**src/ltp_pkg.sv**
```systemverilog
package ltp_pkg;

    localparam int SIZE_BITS = 16;

    localparam int TS_W    = 33;
    localparam int BYTE_W  = 8;
    localparam int PKT_W   = 16;
    localparam int KIND_W  = 2;
    localparam int VALUE_W = 64;
    localparam int IDX_W   = 3;

    localparam logic [KIND_W-1:0] KIND_KEY   = 2'h0;
    localparam logic [KIND_W-1:0] KIND_PAINT = 2'h1;
    localparam logic [KIND_W-1:0] KIND_APP   = 2'h2;

    localparam logic [BYTE_W-1:0] TYPE_KEY   = 8'h00;
    localparam logic [BYTE_W-1:0] TYPE_PAINT = 8'h01;
    localparam logic [BYTE_W-1:0] TYPE_APP   = 8'h02;
    localparam logic [BYTE_W-1:0] KEY_LEN    = 8'd8;

    localparam logic REQ_PES  = 1'b0;
    localparam logic REQ_BYTE = 1'b1;

    typedef enum logic [2:0] {
        PH_IDLE = 3'd0,
        PH_TYPE = 3'd1,
        PH_LEN  = 3'd2,
        PH_KEY  = 3'd3,
        PH_DONE = 3'd4
    } phase_t;

    typedef struct packed {
        logic [KIND_W-1:0]  kind;
        logic [TS_W-1:0]    pts;
        logic [VALUE_W-1:0] value;
    } event_t;

endpackage

```
**src/ltp_core.sv**
```systemverilog
module ltp_core (
    input  logic                      clk,
    input  logic                      rst_n,
    input  logic                      accept,
    input  logic                      req_type,
    input  logic [ltp_pkg::TS_W-1:0]   time_stamp,
    input  logic [ltp_pkg::BYTE_W-1:0] byte_value,
    input  logic                      packet_start,
    input  logic [ltp_pkg::PKT_W-1:0]  packet_bytes,
    output logic                      evt_valid,
    output ltp_pkg::event_t           evt
);
    import ltp_pkg::*;

    phase_t              phase_reg, phase_next;
    logic [BYTE_W-1:0]    entries_reg, entries_next;
    logic [SIZE_BITS-1:0] bytes_reg, bytes_next;
    logic [BYTE_W-1:0]    type_reg, type_next;
    logic [VALUE_W-1:0]   acc_reg, acc_next;
    logic [IDX_W-1:0]     idx_reg, idx_next;
    logic [TS_W-1:0]      ts_reg, ts_next;

    logic [SIZE_BITS-1:0] total;
    logic [SIZE_BITS-1:0] bytes_len;
    logic [SIZE_BITS-1:0] bytes_key;
    logic [BYTE_W-1:0]    entries_dec;
    logic [VALUE_W-1:0]   acc_shift;

    assign total       = SIZE_BITS'(packet_bytes);
    assign bytes_len   = (bytes_reg >= SIZE_BITS'(2)) ? bytes_reg - SIZE_BITS'(2) : '0;
    assign bytes_key   = (bytes_reg >= SIZE_BITS'(1)) ? bytes_reg - SIZE_BITS'(1) : '0;
    assign entries_dec = entries_reg - BYTE_W'(1);
    assign acc_shift   = {acc_reg[VALUE_W-BYTE_W-1:0], byte_value};

    always_comb
    begin
        phase_next   = phase_reg;
        entries_next = entries_reg;
        bytes_next   = bytes_reg;
        type_next    = type_reg;
        acc_next     = acc_reg;
        idx_next     = idx_reg;
        ts_next      = ts_reg;
        evt_valid    = 1'b0;
        evt.kind     = KIND_KEY;
        evt.pts      = ts_reg;
        evt.value    = '0;
        if (accept)
        begin
            if (req_type == REQ_PES)
            begin
                ts_next = time_stamp;
            end
            else if (packet_start)
            begin
                entries_next = byte_value;
                bytes_next   = (total == '0) ? '0 : total - SIZE_BITS'(1);
                acc_next     = '0;
                idx_next     = '0;
                phase_next   = (byte_value != '0 && bytes_next >= SIZE_BITS'(2))
                               ? PH_TYPE : PH_DONE;
            end
            else
            begin
                case (phase_reg)
                    PH_TYPE:
                    begin
                        type_next  = byte_value;
                        phase_next = PH_LEN;
                    end
                    PH_LEN:
                    begin
                        bytes_next = bytes_len;
                        if (type_reg == TYPE_KEY && byte_value == KEY_LEN
                            && bytes_len >= SIZE_BITS'(KEY_LEN))
                        begin
                            acc_next   = '0;
                            idx_next   = '0;
                            phase_next = PH_KEY;
                        end
                        else
                        begin
                            if (type_reg == TYPE_PAINT || type_reg == TYPE_APP)
                            begin
                                evt_valid = 1'b1;
                                evt.kind  = KIND_W'(type_reg);
                            end
                            entries_next = entries_dec;
                            phase_next   = (entries_dec != '0 && bytes_len >= SIZE_BITS'(2))
                                           ? PH_TYPE : PH_DONE;
                        end
                    end
                    PH_KEY:
                    begin
                        acc_next   = acc_shift;
                        bytes_next = bytes_key;
                        if (idx_reg == IDX_W'(KEY_LEN - 8'd1))
                        begin
                            idx_next     = '0;
                            evt_valid    = 1'b1;
                            evt.kind     = KIND_KEY;
                            evt.value    = acc_shift;
                            entries_next = entries_dec;
                            phase_next   = (entries_dec != '0 && bytes_key >= SIZE_BITS'(2))
                                           ? PH_TYPE : PH_DONE;
                        end
                        else
                        begin
                            idx_next = idx_reg + IDX_W'(1);
                        end
                    end
                    default:
                    begin
                        phase_next = phase_reg;
                    end
                endcase
            end
        end
    end

    always_ff @(posedge clk or negedge rst_n)
    begin
        if (!rst_n)
        begin
            phase_reg   <= PH_IDLE;
            entries_reg <= '0;
            bytes_reg   <= '0;
            type_reg    <= '0;
            acc_reg     <= '0;
            idx_reg     <= '0;
            ts_reg      <= '0;
        end
        else
        begin
            phase_reg   <= phase_next;
            entries_reg <= entries_next;
            bytes_reg   <= bytes_next;
            type_reg    <= type_next;
            acc_reg     <= acc_next;
            idx_reg     <= idx_next;
            ts_reg      <= ts_next;
        end
    end

`ifndef ASSERT_OFF
    a_evt_phase: assert property (@(posedge clk) disable iff (!rst_n)
        evt_valid |-> (phase_reg == PH_LEN || phase_reg == PH_KEY))
        else $error("event outside length or key phase");
    a_idx_phase: assert property (@(posedge clk) disable iff (!rst_n)
        (idx_reg != '0) |-> (phase_reg == PH_KEY))
        else $error("key byte index set outside key phase");
    a_value_zero: assert property (@(posedge clk) disable iff (!rst_n)
        (evt_valid && evt.kind != KIND_KEY) |-> (evt.value == '0))
        else $error("nonzero value on non key event");
`endif

endmodule

```
**src/ltp_obuf.sv**
```systemverilog
module ltp_obuf (
    input  logic                           clk,
    input  logic                           rst_n,
    input  logic                           push,
    input  ltp_pkg::event_t                push_evt,
    output logic                           space,
    output logic                           out_valid,
    input  logic                           out_ready,
    output logic [ltp_pkg::KIND_W-1:0]      event_kind,
    output logic [ltp_pkg::TS_W-1:0]        event_pts,
    output logic [ltp_pkg::VALUE_W-1:0]     event_value
);
    import ltp_pkg::*;

    logic   out_valid_reg, out_valid_next;
    logic   skid_valid_reg, skid_valid_next;
    event_t out_reg, out_next;
    event_t skid_reg, skid_next;
    logic   pop;

    assign pop         = out_valid_reg & out_ready;
    assign space       = ~skid_valid_reg;
    assign out_valid   = out_valid_reg;
    assign event_kind  = out_reg.kind;
    assign event_pts   = out_reg.pts;
    assign event_value = out_reg.value;

    always_comb
    begin
        out_valid_next  = out_valid_reg;
        skid_valid_next = skid_valid_reg;
        out_next        = out_reg;
        skid_next       = skid_reg;
        if (skid_valid_reg)
        begin
            if (pop)
            begin
                out_next        = skid_reg;
                skid_valid_next = 1'b0;
            end
        end
        else if (push && (!out_valid_reg || pop))
        begin
            out_next       = push_evt;
            out_valid_next = 1'b1;
        end
        else if (push)
        begin
            skid_next       = push_evt;
            skid_valid_next = 1'b1;
        end
        else if (pop)
        begin
            out_valid_next = 1'b0;
        end
    end

    always_ff @(posedge clk or negedge rst_n)
    begin
        if (!rst_n)
        begin
            out_valid_reg  <= 1'b0;
            skid_valid_reg <= 1'b0;
        end
        else
        begin
            out_valid_reg  <= out_valid_next;
            skid_valid_reg <= skid_valid_next;
        end
    end

    always_ff @(posedge clk)
    begin
        out_reg  <= out_next;
        skid_reg <= skid_next;
    end

`ifndef ASSERT_OFF
    a_skid_order: assert property (@(posedge clk) disable iff (!rst_n)
        skid_valid_reg |-> out_valid_reg)
        else $error("skid stage holds a result while output is empty");
    a_no_overflow: assert property (@(posedge clk) disable iff (!rst_n)
        push |-> !skid_valid_reg)
        else $error("result pushed into a full buffer");
    a_skid_moves: assert property (@(posedge clk) disable iff (!rst_n)
        (skid_valid_reg && pop) |=> (out_valid_reg && !skid_valid_reg))
        else $error("skid result not moved to output");
`endif

endmodule

```
**src/latency_event_tlv_parser.sv**
```systemverilog
// Parses latency event TLV entries from a private data stream. One input transfer (a PES header
// time stamp or one payload byte) is taken per clock while in_ready is high; its state update
// happens in that cycle and any event it produces is registered in the output register or a skid
// stage. The two hold up to two events, so in_ready drops only while both hold untaken results.
module latency_event_tlv_parser (
    input  logic                           clk,
    input  logic                           rst_n,
    input  logic                           in_valid,
    output logic                           in_ready,
    input  logic                           req_type,
    input  logic [ltp_pkg::TS_W-1:0]        time_stamp,
    input  logic [ltp_pkg::BYTE_W-1:0]      byte_value,
    input  logic                           packet_start,
    input  logic [ltp_pkg::PKT_W-1:0]       packet_bytes,
    output logic                           out_valid,
    input  logic                           out_ready,
    output logic [ltp_pkg::KIND_W-1:0]      event_kind,
    output logic [ltp_pkg::TS_W-1:0]        event_pts,
    output logic [ltp_pkg::VALUE_W-1:0]     event_value
);
    import ltp_pkg::*;

    logic   accept;
    logic   evt_valid;
    event_t evt;
    logic   space;

    assign in_ready = space;
    assign accept   = in_valid & space;

    ltp_core u_core (
        .clk          (clk),
        .rst_n        (rst_n),
        .accept       (accept),
        .req_type     (req_type),
        .time_stamp   (time_stamp),
        .byte_value   (byte_value),
        .packet_start (packet_start),
        .packet_bytes (packet_bytes),
        .evt_valid    (evt_valid),
        .evt          (evt)
    );

    ltp_obuf u_obuf (
        .clk         (clk),
        .rst_n       (rst_n),
        .push        (evt_valid),
        .push_evt    (evt),
        .space       (space),
        .out_valid   (out_valid),
        .out_ready   (out_ready),
        .event_kind  (event_kind),
        .event_pts   (event_pts),
        .event_value (event_value)
    );

endmodule

```
**config.mk**
```make
export PLATFORM = sky130hd
export DESIGN_NAME = latency_event_tlv_parser
export DESIGN_NICKNAME = d
export VERILOG_FILES = /design/src/ltp_pkg.sv /design/src/ltp_core.sv /design/src/ltp_obuf.sv /design/src/latency_event_tlv_parser.sv
export SDC_FILE = /design/constraint.sdc
export NUM_CORES = 1
export LEC_CHECK = 0
export BUFFER_PORTS_ARGS = -buffer_cell sky130_fd_sc_hd__clkbuf_2
export CORE_MARGIN = 1.5
export CORE_UTILIZATION = 40
export CTS_CLUSTER_SIZE = 16
export DETAILED_ROUTE_END_ITERATION = 6
export GPL_TIMING_DRIVEN = 1
export PLACE_DENSITY = 0.56
export SETUP_SLACK_MARGIN = 0.4
export SLEW_MARGIN = 20
export SYNTH_ARGS = -nofsm -noshare
export SYNTH_HDL_FRONTEND = slang
export SYNTH_SLANG_ARGS = --single-unit
```
**constraint.sdc**
```tcl
create_clock -name clk -period 9.9 [get_ports clk]
set_input_delay 1.98 -clock clk [delete_from_list [all_inputs] [get_ports clk]]
set_output_delay 1.98 -clock clk [all_outputs]
set_load 0.02 [all_outputs]
```
==> reports/results.tsv, run 1 <==
stage	metric	value	unit
sta	slew at the pin closest to its max-slew limit	1.02	ns
sta	Slew Viols, Final	0	
cells_and_area	Layout area overhead	17.3	%
yosys	Post-synth ARST share	0.394	
power_and_ir_drop	switching power summed over all nets	0.976	mW
sta	post-route fraction of the period consumed by the critical path	0.466	
clock_network	cts hold-fix bufs	0	
yosys	per-instance average area after synthesis	12.3	µm²
power_and_ir_drop	Seq pwr share	0.472	
detailed_routing	Detail Route Antenna Nets	0	
setup_path	Bufs and invs on worst path	3	
sta	number of endpoints with negative hold slack in the final report	0	
grt	number of global-route vias before repair	9263	
detailed_routing	1st-pass router iterations	5	
cells_and_area	Storage cell area	9180	µm²
clock_network	library cell used as clock root buffer	clkbuf_16	
power_and_ir_drop	portion of total power attributed to the clock network	0.384	
setup_path	Startpoint Class	primary input	
detailed_routing	DRT iter0 DRCs	608	
setup_path	type of element capturing the critical path	register	
power_and_ir_drop	Lkg Pwr	7.05	nW
cells_and_area	antenna diode count	0	
detailed_routing	top sig layer	met4	
floorplanning	Die Height	192	µm
setup_path	data required time of the critical path	10.07	ns
setup_path	crit path kind	primary input to register	
placement	Final HPWL DP	22.1	mm
detailed_routing	via count	9538	
worst_hold_path	class of the tightest hold or removal check	register to register	
clock_network	number of post-CTS setup repair buffers	0	
grt	wire length of the first global-routing pass	52.4	mm
floorplanning	Initial Utilization	0.405	
yosys	share of the yosys chip area belonging to registers	0.641	
status	outcome	completed	
clock_network	number of H-tree levels	2	
placement	last weighted congestion value of the routability-driven placer	0.880	
setup_path	reg2reg start	u_core.type_reg[5]	
cells_and_area	Fillers	3253	
floorplanning	Die Area	36900	µm²
sta	Fmax	217	MHz
yosys	Synth cell types	72	
cells_and_area	total area of multi-input combinational cells	4830	µm²
clock_network	number of gates given a new drive strength after cts	0	
setup_path	endpoint arrival time on the critical path	4.78	ns
cells_and_area	max reg flops	99	
power_and_ir_drop	highest ir drop seen on vdd	0.134	mV
placement	count of buffers inserted at the top-level ports	163	
yosys	number of synthesized flops with an enable pin	198	
setup_path	slowest stage cell, crit path	nor3_4	
cells_and_area	number of nets in the layout	1382	
power_and_ir_drop	cell internal power dissipation	2.56	mW
sta	number of failing setup endpoints in the final timing report	0	
detailed_routing	post-detailed-route wirelength per cell	18.7	µm
sta	RSZ-0062 raised after global routing	no	
sta	Rel. slew slack	0.320	
clock_network	clock edge transition at the registers on the reported setup and hold paths	0.06	ns
floorplanning	die boundary width	192	µm
detailed_routing	met2 wire length	16.2	mm
yosys	Gate Count Post-Synth	1164	
grt	overflow left after global routing	0	
power_and_ir_drop	proportion of power drawn by combinational gates	0.143	
detailed_routing	length of routed wiring on met1	14.9	mm
floorplanning	row count	69	
yosys	Synthesized Nets	1236	
cells_and_area	ratio of cells with drive above 1 in the final layout	0.241	
clock_network	CTS sink count	327	
power_and_ir_drop	power after layout	3.54	mW
detailed_routing	DR WL met3	1.68	mm
sta	Period minus WS final	4.61	ns
detailed_routing	average via count per standard cell	5.30	
detailed_routing	aggregate routed wire length	33.6	mm
grt	Global Route Usage Sum	0.185	
setup_path	delay of the slowest cell on the worst path	0.74	ns
sta	final setup TNS	0	ns
floorplanning	core area	35400	µm²
grt	largest net degree at the start of global routing	119	
grt	number of antenna violations at the first check in global routing	0	
power_and_ir_drop	Sw Ratio	0.276	
setup_path	CP Max Fanout	42	
yosys	synthesized area	14300	µm²
clock_network	Clock Latency Late Sink	0.55	ns
sta	Clock Skew	0.0289	ns
floorplanning	IO Pins	164	
clock_network	clock buffer depth	3	
worst_hold_path	startpoint of the tightest hold check path	u_core.ts_reg[28]	
detailed_routing	final routed DRC violation total	0	
setup_path	Cell Chain, Critical Path	clkbuf_2, nand3_1, a211o_1, nor3_4, buf_4, buf_4	
setup_path	worst setup path start	req_type	
yosys	number of register bits inferred by synthesis	327	
job	max-cap violations	0	
setup_path	family of cells with the greatest summed delay on the critical path	buffers and inverters	
yosys	Synth Flop Type	edfxtp_1	
yosys	Yosys warning total	0	
power_and_ir_drop	power density over the cells	211	nW/µm²
clock_network	number of CTS-inserted buffers	37	
setup_path	cell repeated most along the worst path	buf_4	
clock_network	clock tree from TritonCTS	done	
path summary, 6_finish.rpt:
kind	to	slack (ns)	cells past startpoint
max	u_obuf.skid_reg[43]	5.29	6
min	u_obuf.skid_reg[92]	0.46	0
max reg2reg	u_obuf.skid_reg[43]	5.66	7
min reg2reg	u_obuf.skid_reg[92]	0.46	0
max in group asynchronous	u_core.acc_reg[14]	7.33	2
min in group asynchronous	u_core.phase_reg[0]	1.41	1
final cells by class:
class | count | area share
clock inverter | 20 | 0.0107
sequential | 327 | 0.546
clock buffer | 48 | 0.0619
tap | 461 | 0.0343
timing repair buffer | 177 | 0.0554
multi-input combinational | 748 | 0.287
inverter | 19 | 0.00424
through the flow:
step	cells	setup slack (ns)	area (µm²)	hold slack (ns)	utilization
5_1_grt	1800	5.07	16800	0.480	0.475
3_3_place_gp	1732	4.71	15600	0.452	0.440
3_5_place_dp	1732	4.67	15600	0.454	0.440
6_report	1800	5.29	16800	0.463	0.475
4_1_cts	1800	5.23	16800	0.468	0.475
2_1_floorplan	1164	1.56	14300	0.439	-
cells in the mapped netlist, types with 4 or more instances:
library cell | count | area, µm²
clkbuf_1 | 59 | 221
nor3_1 | 32 | 160
nor3b_1 | 8 | 60.1
a21o_1 | 73 | 548
nor2_1 | 51 | 191
ha_1 | 9 | 113
nand2b_1 | 5 | 31.3
nor4_1 | 9 | 56.3
o211ai_1 | 5 | 37.5
a31oi_1 | 5 | 31.3
inv_1 | 19 | 71.3
a22oi_1 | 4 | 30.0
buf_1 | 4 | 15.0
o22ai_1 | 6 | 37.5
o31ai_1 | 8 | 60.1
nand4_1 | 10 | 62.6
buf_2 | 4 | 20.0
xor2_1 | 11 | 96.3
o21ai_0 | 88 | 440
mux2_2 | 74 | 833
a21oi_1 | 22 | 110
and2_1 | 68 | 425
nand3b_1 | 5 | 37.5
dfrtp_1 | 129 | 3230
xnor2_1 | 9 | 78.8
nor2b_1 | 6 | 37.5
or4_1 | 8 | 60.1
or3_1 | 7 | 43.8
o21ai_1 | 6 | 30.0
nand2_1 | 144 | 541
edfxtp_1 | 198 | 5950
nand3_1 | 14 | 70.1
routing by layer:
metal  GRT usage  up-vias
li1            -     4566
met1       0.241     4693
met2       0.304      218
met3      0.0402       61
met4      0.0620        0
met5           0        -
kinds of logic after synthesis:
kind of cell	synth area share
mux	0.0596
fa+ha+maj	0.00786
flops	0.641
xor+xnor	0.0122
compound gates	0.119
simple gates	0.136
buf+inv	0.0252
layout by cell type (no fill, tap or decap), drive strengths merged, types with 14 or more instances in the layout:
cell type and n:
nand2 144, inv 21, nand3 14, mux2 74, nor3 33, dfrtp 129
a21o 73, clkinv 15, a21oi 22, edfxtp 198, o21ai 94, buf 15
clkbuf 210, and2 68, nor2 51
power by group through the flow:
stage               logic (mW)  clock network, mW  registers [mW]
floorplan                0.422                  0            1.61
global placement         0.496                  0            1.69
detailed placement       0.504                  0            1.70
CTS                      0.506               1.40            1.67
global route             0.561               1.46            1.69
finish                   0.507               1.36            1.67
worst reg2reg max path, stage by stage (launching register included):
cell,delay (ns)
dfrtp_1,0.38
or4_1,0.52
nor3_1,0.41
nand2_1,0.18
a211o_1,0.39
nor3_4,0.74
buf_4,0.61
buf_4,0.61
Note: power is estimated with default switching activity, not from simulation.
==> inputs of run 2 (changes only) <==
--- a/config.mk
+++ b/config.mk
@@ -11,7 +11,7 @@
 export CTS_CLUSTER_SIZE = 16
 export DETAILED_ROUTE_END_ITERATION = 6
 export GPL_TIMING_DRIVEN = 1
-export PLACE_DENSITY = 0.56
+export PLACE_DENSITY = 0.58
 export SETUP_SLACK_MARGIN = 0.4
 export SLEW_MARGIN = 20
 export SYNTH_ARGS = -nofsm -noshare
==> constraint.sdc (replaced) <==
create_clock -name clk -period 4 [get_ports clk]
set_input_delay 0.8 -clock clk [delete_from_list [all_inputs] [get_ports clk]]
set_output_delay 0.8 -clock clk [all_outputs]
set_load 0.02 [all_outputs]
==> run 2 against run 1 <==
Sequential cell count stayed put. Largest cell class unchanged. Global-route usage down 0.37 points. Clock power increased by 130%. Worst hold slack lost 0.11 ns. Cell area is 0.54% higher. Critical path type is now register to register. Die area stayed put.
==> reports/results.tsv, run 2 (synthesis results as in run 1) <==
stage	metric	value	unit	change
status	outcome	completed		unchanged
detailed_routing	DRT iter0 DRCs	707		was 608
cells_and_area	Layout Cells excl Fill	1811		was 1,800
clock_network	clock edge transition at the registers on the reported setup and hold paths	0.06	ns	about the same
power_and_ir_drop	Lkg Pwr	7.10	nW	was 7.05 nW
detailed_routing	1st-pass router iterations	5		unchanged
sta	number of endpoints with negative hold slack in the final report	0		unchanged
clock_network	cts hold-fix bufs	0		unchanged
cells_and_area	number of nets in the layout	1397		was 1,382
setup_path	endpoint arrival time on the critical path	3.83	ns	was 4.78 ns
clock_network	clock tree from TritonCTS	done		unchanged
grt	largest net degree at the start of global routing	119		unchanged
placement	Final HPWL DP	22.2	mm	was 22.1 mm
clock_network	number of H-tree levels	2		unchanged
placement	placement-stage worst setup slack	0.429	ns	was 4.67 ns
floorplanning	row count	69		unchanged
cells_and_area	most common library cell in the layout ignoring fill and taps	edfxtp_1		unchanged
sta	final critical-path setup slack	0.578	ns	was 5.29 ns
grt	wire length of the first global-routing pass	52.4	mm	about the same
detailed_routing	post-detailed-route wirelength per cell	18.2	µm	was 18.7 µm
detailed_routing	final routed DRC violation total	0		unchanged
placement	Cell Count Post-Placement	1745		was 1,732
setup_path	CP Max Fanout	59		was 42
sta	final setup TNS	0	ns	unchanged
placement	last weighted congestion value of the routability-driven placer	0.882		was 0.880
sta	Clock Skew	0.0217	ns	was 0.0289 ns
sta	Fmax	292	MHz	
clock_network	number of CTS-inserted buffers	36		was 37
sta	post-route fraction of the period consumed by the critical path	0.855		
placement	instance area after placement	15700	µm²	was 15,600 µm²
cells_and_area	ratio of cells with drive above 1 in the final layout	0.248		was 0.241
clock_network	Clock Latency Late Sink	0.51	ns	was 0.55 ns
setup_path	crit path kind	register to register		was primary input to register
floorplanning	Initial Utilization	0.405		unchanged
job	max-cap violations	0		unchanged
grt	Global Route Usage Sum	0.181		was 0.185
detailed_routing	via count	9639		was 9,538
floorplanning	Die Area	36900	µm²	unchanged
detailed_routing	Detail Route Antenna Nets	0		unchanged
sta	number of failing setup endpoints in the final timing report	0		unchanged
floorplanning	core area	35400	µm²	unchanged
sta	Period minus WS final	3.42	ns	
setup_path	data required time of the critical path	4.40	ns	was 10.07 ns
clock_network	CTS sink count	327		unchanged
sta	Rel. slew slack	0.428		was 0.320
floorplanning	die boundary width	192	µm	unchanged
setup_path	Startpoint Class	register		was primary input
detailed_routing	aggregate routed wire length	33.0	mm	was 33.6 mm
cells_and_area	max reg flops	99		unchanged
worst_hold_path	class of the tightest hold or removal check	primary input to asynchronous set/reset pin		was register to register
grt	overflow left after global routing	0		unchanged
grt	number of antenna violations at the first check in global routing	1		was 0
grt	number of global-route vias before repair	9516		was 9,263
clock_network	clock buffer depth	3		unchanged
floorplanning	IO Pins	164		unchanged
clock_network	library cell used as clock root buffer	clkbuf_16		unchanged
power_and_ir_drop	highest ir drop seen on vdd	0.295	mV	was 0.134 mV
sta	RSZ-0062 raised after global routing	no		unchanged
cells_and_area	Layout area overhead	18.0	%	was 17.3%
sta	slew at the pin closest to its max-slew limit	0.859	ns	was 1.02 ns
floorplanning	Die Height	192	µm	unchanged
sta	Slew Viols, Final	0		unchanged
cells_and_area	commonest cells after routing, fill and taps aside	198 x edfxtp_1, 162 x clkbuf_2, 144 x nand2_1		unchanged
detailed_routing	average via count per standard cell	5.32		was 5.30
placement	count of buffers inserted at the top-level ports	163		unchanged
power_and_ir_drop	power after layout	8.53	mW	was 3.54 mW
setup_path	type of element capturing the critical path	register		unchanged
cells_and_area	Fillers	3254		was 3,253
power_and_ir_drop	power density over the cells	505	nW/µm²	was 211 nW/µm²
cells_and_area	Final Instance Area	16900	µm²	was 16,800 µm²
-- run 2: cell count changes in the layout (fill, tap and decap cells not counted), moves of 2 or more --
cell      change
buf_12        +4
clkinv_2      -3
clkbuf_8      -2
clkinv_1      +2
buf_4        +12
-- run 2: final cells by class --
cell class / instances / area (µm²) / area share
repair buffers: 193 / 1110 / 0.0660
clock buffers: 44 / 962 / 0.0570
diodes: 1 / 2.50 / 0.000148
inverters: 19 / 71.3 / 0.00422
flip-flops and latches: 327 / 9180 / 0.543
multi-input cells: 748 / 4840 / 0.287
well taps: 461 / 577 / 0.0341
clock inverters: 18 / 148 / 0.00874
-- run 2: critical path, stage by stage, from the launching register on --
cell       delay, ns
dfrtp_1         0.48
inv_1           0.17
ha_1            0.30
or4b_1          0.63
or3_4           0.45
xor2_1          0.22
a41oi_2         0.22
o31ai_4         0.24
buf_4           0.16
clkbuf_16       0.24
nor4_2          0.05
a21o_1          0.16
-- run 2: power by group --
part,leakage [nW],internal [mW],total [mW],switching [mW]
Clock,0.544,1.84,3.11,1.27
Sequential,3.63,3.80,4.11,0.314
Combinational,2.93,0.543,1.31,0.767
-- run 2: worst paths after layout --
check	startpoint	to	slack, ns	depth (start not counted)
max reg2reg	u_core.bytes_reg[1]	u_core.idx_reg[0]	0.58	11
max	u_core.bytes_reg[1]	u_core.idx_reg[0]	0.58	11
min reg2reg	u_core.ts_reg[29]	u_obuf.skid_reg[93]	0.46	0
max in group asynchronous	rst_n	u_core.bytes_reg[15]	2.79	2
min in group clk	u_core.ts_reg[29]	u_obuf.skid_reg[93]	0.46	0
min	rst_n	u_core.bytes_reg[4]	0.35	1
-- run 2: stage by stage --
step	util	hold slack, ns
after floorplan	-	0.439
after global placement	0.445	0.450
after detailed placement	0.445	0.457
after CTS	0.476	0.401
after global routing	0.477	0.392
final	0.477	0.354
-- run 2: per-layer routing --
layer  vias to the layer above  track usage  wire (µm)
met1                      4715        0.239      14500
met2                       264        0.304      16000
met4                         0       0.0605        857
li1                       4588            -          -
met3                        72       0.0285       1610
met5                         -            0          0
-- run 2: timing repair --
item                                    in CTS  in global routing
gates resized for setup                      0                  5
endpoints found under the setup margin       0                 64
buffers inserted                             0                  2
==> inputs of run 3 (changes only) <==
--- a/config.mk
+++ b/config.mk
@@ -16,4 +16,6 @@
 export SLEW_MARGIN = 20
 export SYNTH_ARGS = -nofsm -noshare
 export SYNTH_HDL_FRONTEND = slang
+export SYNTH_HIERARCHICAL = 1
 export SYNTH_SLANG_ARGS = --single-unit
+export TNS_END_PERCENT = 20
==> run 3 against run 2 <==
Sequential power is 1% higher. Area after synthesis is 2.4% higher. Routed wire length is 0.37% lower. Setup slack better by 0.12 ns. Cell area is 1.3% higher. Via count is 5.0% lower. Critical endpoint is now u_core/entries_reg[2]. Largest power group unchanged.
==> reports/results.tsv, run 3 <==
stage	metric	value	unit	change
status	outcome	completed		unchanged
yosys	Synthesized Nets	1125		was 1,236
grt	number of antenna violations at the first check in global routing	0		was 1
yosys	number of register bits inferred by synthesis	327		unchanged
placement	last weighted congestion value of the routability-driven placer	0.904		was 0.882
setup_path	type of element capturing the critical path	register		unchanged
yosys	adder-cell share of the synthesized area	0.00854		was 0.00786
detailed_routing	DR WL met3	1.39	mm	was 1.61 mm
yosys	largest cells by area after synthesis	edfxtp_1 41%, dfrtp_1 22%, mux2_2 7.4%, mux2_4 4.6%, a22o_1 3.5%		was edfxtp_1 42%, dfrtp_1 23%, mux2_2 5.8%, a21o_1 3.8%, nand2_1 3.8%
setup_path	slowest stage cell, crit path	nor3b_1		was or4b_1
clock_network	CTS sink count	327		unchanged
yosys	Synth Flop Type	edfxtp_1		unchanged
power_and_ir_drop	proportion of power drawn by combinational gates	0.153		was 0.154
clock_network	cts hold-fix bufs	0		unchanged
sta	Clock Skew	0.0216	ns	was 0.0217 ns
power_and_ir_drop	Sw Ratio	0.277		was 0.276
floorplanning	Die Area	37800	µm²	was 36,900 µm²
placement	count of buffers inserted at the top-level ports	163		unchanged
setup_path	worst flop-to-flop path endpoint	u_core/entries_reg[2]		was u_core.idx_reg[0]
yosys	Gate Count Post-Synth	1052		was 1,164
clock_network	library cell used as clock root buffer	clkbuf_16		unchanged
sta	number of failing setup endpoints in the final timing report	0		unchanged
detailed_routing	DRT iter0 DRCs	613		was 707
setup_path	delay of the slowest cell on the worst path	0.57	ns	was 0.63 ns
setup_path	Startpoint Class	register		unchanged
job	max-cap violations	0		unchanged
detailed_routing	final routed DRC violation total	0		unchanged
yosys	share of the yosys chip area belonging to registers	0.626		was 0.641
yosys	cell accounting for the most synthesized area	edfxtp_1		unchanged
floorplanning	row count	69		unchanged
detailed_routing	via count	9153		was 9,639
sta	post-route fraction of the period consumed by the critical path	0.825		was 0.855
yosys	Synth cell types	74		was 72
cells_and_area	Layout Cells excl Fill	1700		was 1,811
yosys	synthesized area	14700	µm²	was 14,300 µm²
floorplanning	Initial Utilization	0.409		was 0.405
clock_network	number of H-tree levels	2		unchanged
sta	final setup TNS	0	ns	unchanged
grt	largest net degree at the start of global routing	100		was 119
cells_and_area	Final Instance Area	17100	µm²	was 16,900 µm²
setup_path	reg2reg start	u_core/bytes_reg[1]		was u_core.bytes_reg[1]
power_and_ir_drop	cell internal power dissipation	6.32	mW	was 6.18 mW
sta	slew at the pin closest to its max-slew limit	1.09	ns	was 0.859 ns
power_and_ir_drop	power density over the cells	511	nW/µm²	was 505 nW/µm²
sta	worst hold slack	0.254	ns	was 0.354 ns
cells_and_area	Fillers	3148		was 3,254
setup_path	data required time of the critical path	4.43	ns	was 4.40 ns
floorplanning	Die Height	194	µm	was 192 µm
power_and_ir_drop	portion of total power attributed to the clock network	0.371		was 0.364
detailed_routing	aggregate routed wire length	32.9	mm	was 33.0 mm
sta	Period minus WS final	3.30	ns	was 3.42 ns
yosys	Post-synth ARST share	0.394		unchanged
sta	Rel. slew slack	0.271		was 0.428
cells_and_area	antenna diode count	0		was 1
detailed_routing	met2 wire length	15.6	mm	was 16.0 mm
clock_network	Clock Latency Late Sink	0.52	ns	was 0.51 ns
clock_network	number of post-CTS setup repair buffers	0		unchanged
power_and_ir_drop	switching power summed over all nets	2.42	mW	was 2.35 mW
sta	RSZ-0062 raised after global routing	no		unchanged
detailed_routing	Detail Route Antenna Nets	0		unchanged
cells_and_area	Util after Layout	0.478		was 0.477
yosys	most instantiated library cell after synthesis	edfxtp_1		unchanged
yosys	area share of the leading cell type in the synthesized netlist	0.406		was 0.415
detailed_routing	length of routed wiring on met1	15.3	mm	was 14.5 mm
yosys	Simple-Gate Fraction of Synth Area	0.109		was 0.136
cells_and_area	commonest cells after routing, fill and taps aside	198 x edfxtp_1, 162 x clkbuf_2, 128 x dfrtp_1		was 198 x edfxtp_1, 162 x clkbuf_2, 144 x nand2_1
yosys	Yosys warning total	6		was 0
yosys	combinational family with the most area after synthesis	multiplexers		was simple AND/OR/NAND/NOR gates
clock_network	clock tree from TritonCTS	done		unchanged
yosys	synthesized-area fraction occupied by ao, oa, aoi and oai cells	0.0961		was 0.119
setup_path	Cell Chain, Critical Path	inv_1, ha_1, nor3b_1, nand4_1, a211oi_1, nand4bb_1, o311ai_2, buf_4, a311oi_1, nor3_1		was inv_1, ha_1, or4b_1, or3_4, xor2_1, a41oi_2, o31ai_4, buf_4, clkbuf_16, nor4_2, a21o_1
detailed_routing	top sig layer	met4		unchanged
setup_path	register-to-register setup slack	0.70	ns	was 0.58 ns
floorplanning	IO Pins	164		unchanged
setup_path	Worst Reg-to-Reg Cells	10		was 11
grt	wire length of the first global-routing pass	52.0	mm	was 52.4 mm
grt	Global Route Usage Sum	0.173		was 0.181
clock_network	clock buffer depth	3		unchanged
placement	Final HPWL DP	21.9	mm	was 22.2 mm
yosys	area share of xor/xnor cells in the synthesized design	0.0120		was 0.0122
yosys	multiplexer fraction of the synthesized cell area	0.121		was 0.0596
clock_network	clock edge transition at the registers on the reported setup and hold paths	0.06	ns	about the same
setup_path	crit path kind	register to register		unchanged
yosys	number of synthesized flops with an enable pin	198		unchanged
cells_and_area	number of nets in the layout	1284		was 1,397
detailed_routing	post-detailed-route wirelength per cell	19.3	µm	was 18.2 µm
power_and_ir_drop	highest ir drop seen on vdd	0.218	mV	was 0.295 mV
power_and_ir_drop	Lkg Pwr	6.82	nW	was 7.10 nW
yosys	top cells by count, synth	198 x edfxtp_1, 129 x dfrtp_1, 96 x mux2_2		was 198 x edfxtp_1, 144 x nand2_1, 129 x dfrtp_1
floorplanning	die boundary width	194	µm	was 192 µm
setup_path	CP Max Fanout	13		was 59
sta	Fmax	303	MHz	was 292 MHz
cells_and_area	Layout area overhead	16.7	%	was 18.0%
grt	overflow left after global routing	0		unchanged
setup_path	endpoint arrival time on the critical path	3.73	ns	was 3.83 ns
grt	number of global-route vias before repair	9041		was 9,516
sta	Slew Viols, Final	0		unchanged
detailed_routing	1st-pass router iterations	4		was 5
placement	instance area after placement	16000	µm²	was 15,700 µm²
cells_and_area	ratio of cells with drive above 1 in the final layout	0.317		was 0.248
cells_and_area	most common library cell in the layout ignoring fill and taps	edfxtp_1		unchanged
cells_and_area	max reg flops	99		unchanged
detailed_routing	average via count per standard cell	5.38		was 5.32
worst_hold_path	class of the tightest hold or removal check	primary input to asynchronous set/reset pin		unchanged
sta	number of endpoints with negative hold slack in the final report	0		unchanged
placement	Cell Count Post-Placement	1634		was 1,745
power_and_ir_drop	Seq pwr share	0.476		was 0.482
floorplanning	core area	35800	µm²	was 35,400 µm²
yosys	per-instance average area after synthesis	13.9	µm²	was 12.3 µm²
clock_network	number of gates given a new drive strength after cts	0		unchanged
clock_network	number of CTS-inserted buffers	36		unchanged
run 3: kinds of logic after synthesis:
kind of cell,count (synthesis)
XOR/XNOR,20
multiplexers,143
AO/OA/AOI/OAI,186
flip-flops,327
AND/OR/NAND/NOR,287
buffers and inverters,79
adder cells (fa/ha/maj),10
run 3: power by group through the flow:
stage | clock network, mW | logic [mW] | registers, mW
finish | 3.24 | 1.34 | 4.16
CTS | 3.33 | 1.33 | 4.15
floorplan | 0 | 1.11 | 4.00
detailed placement | 0 | 1.33 | 4.22
global placement | 0 | 1.32 | 4.21
global route | 3.45 | 1.48 | 4.20
run 3: how the worst max path moves through the flow:
stage,endpoint,cells past startpoint,startpoint,slack [ns]
finish,u_core/entries_reg[2],10,u_core/bytes_reg[1],0.70
global route,u_core/acc_reg[48],10,u_core/bytes_reg[1],0.51
CTS,u_core/entries_reg[2],10,u_core/bytes_reg[1],0.73
detailed placement,u_core/entries_reg[2],10,u_core/bytes_reg[1],0.72
global placement,u_obuf/skid_reg[78],8,in_valid,0.81
floorplan,u_obuf/skid_reg[0],11,u_obuf/skid_valid_reg,0.37
run 3: worst max-delay path, delay by kind of cell (launching register included):
family / cells / cell delay, ns
AO/OA/AOI/OAI: 3 / 0.71
adder cells (fa/ha/maj): 1 / 0.36
buffers and inverters: 2 / 0.42
flip-flops: 1 / 0.46
AND/OR/NAND/NOR: 4 / 1.27
run 3: final cells by class:
cell class	instances	area [µm²]	share of cell area
clock buffers	56	1040	0.0607
well taps	461	577	0.0337
flip-flops and latches	327	9180	0.536
clock inverters	10	121	0.00709
multi-input cells	646	5110	0.299
repair buffers	186	1030	0.0603
inverters	14	52.6	0.00307
run 3: metal layers:
| layer | track usage | up-vias |
|---|---|---|
| li1 | - | 4331 |
| met5 | 0 | - |
| met1 | 0.246 | 4570 |
| met3 | 0.0285 | 45 |
| met4 | 0.0503 | 0 |
| met2 | 0.273 | 207 |
run 3: metrics by stage:
step / setup slack (ns) / total power [mW]
detailed placement: 0.720 / 5.55
CTS: 0.732 / 8.82
finish: 0.700 / 8.74
floorplan: 0.366 / 5.12
global route: 0.513 / 9.14
global placement: 0.811 / 5.53
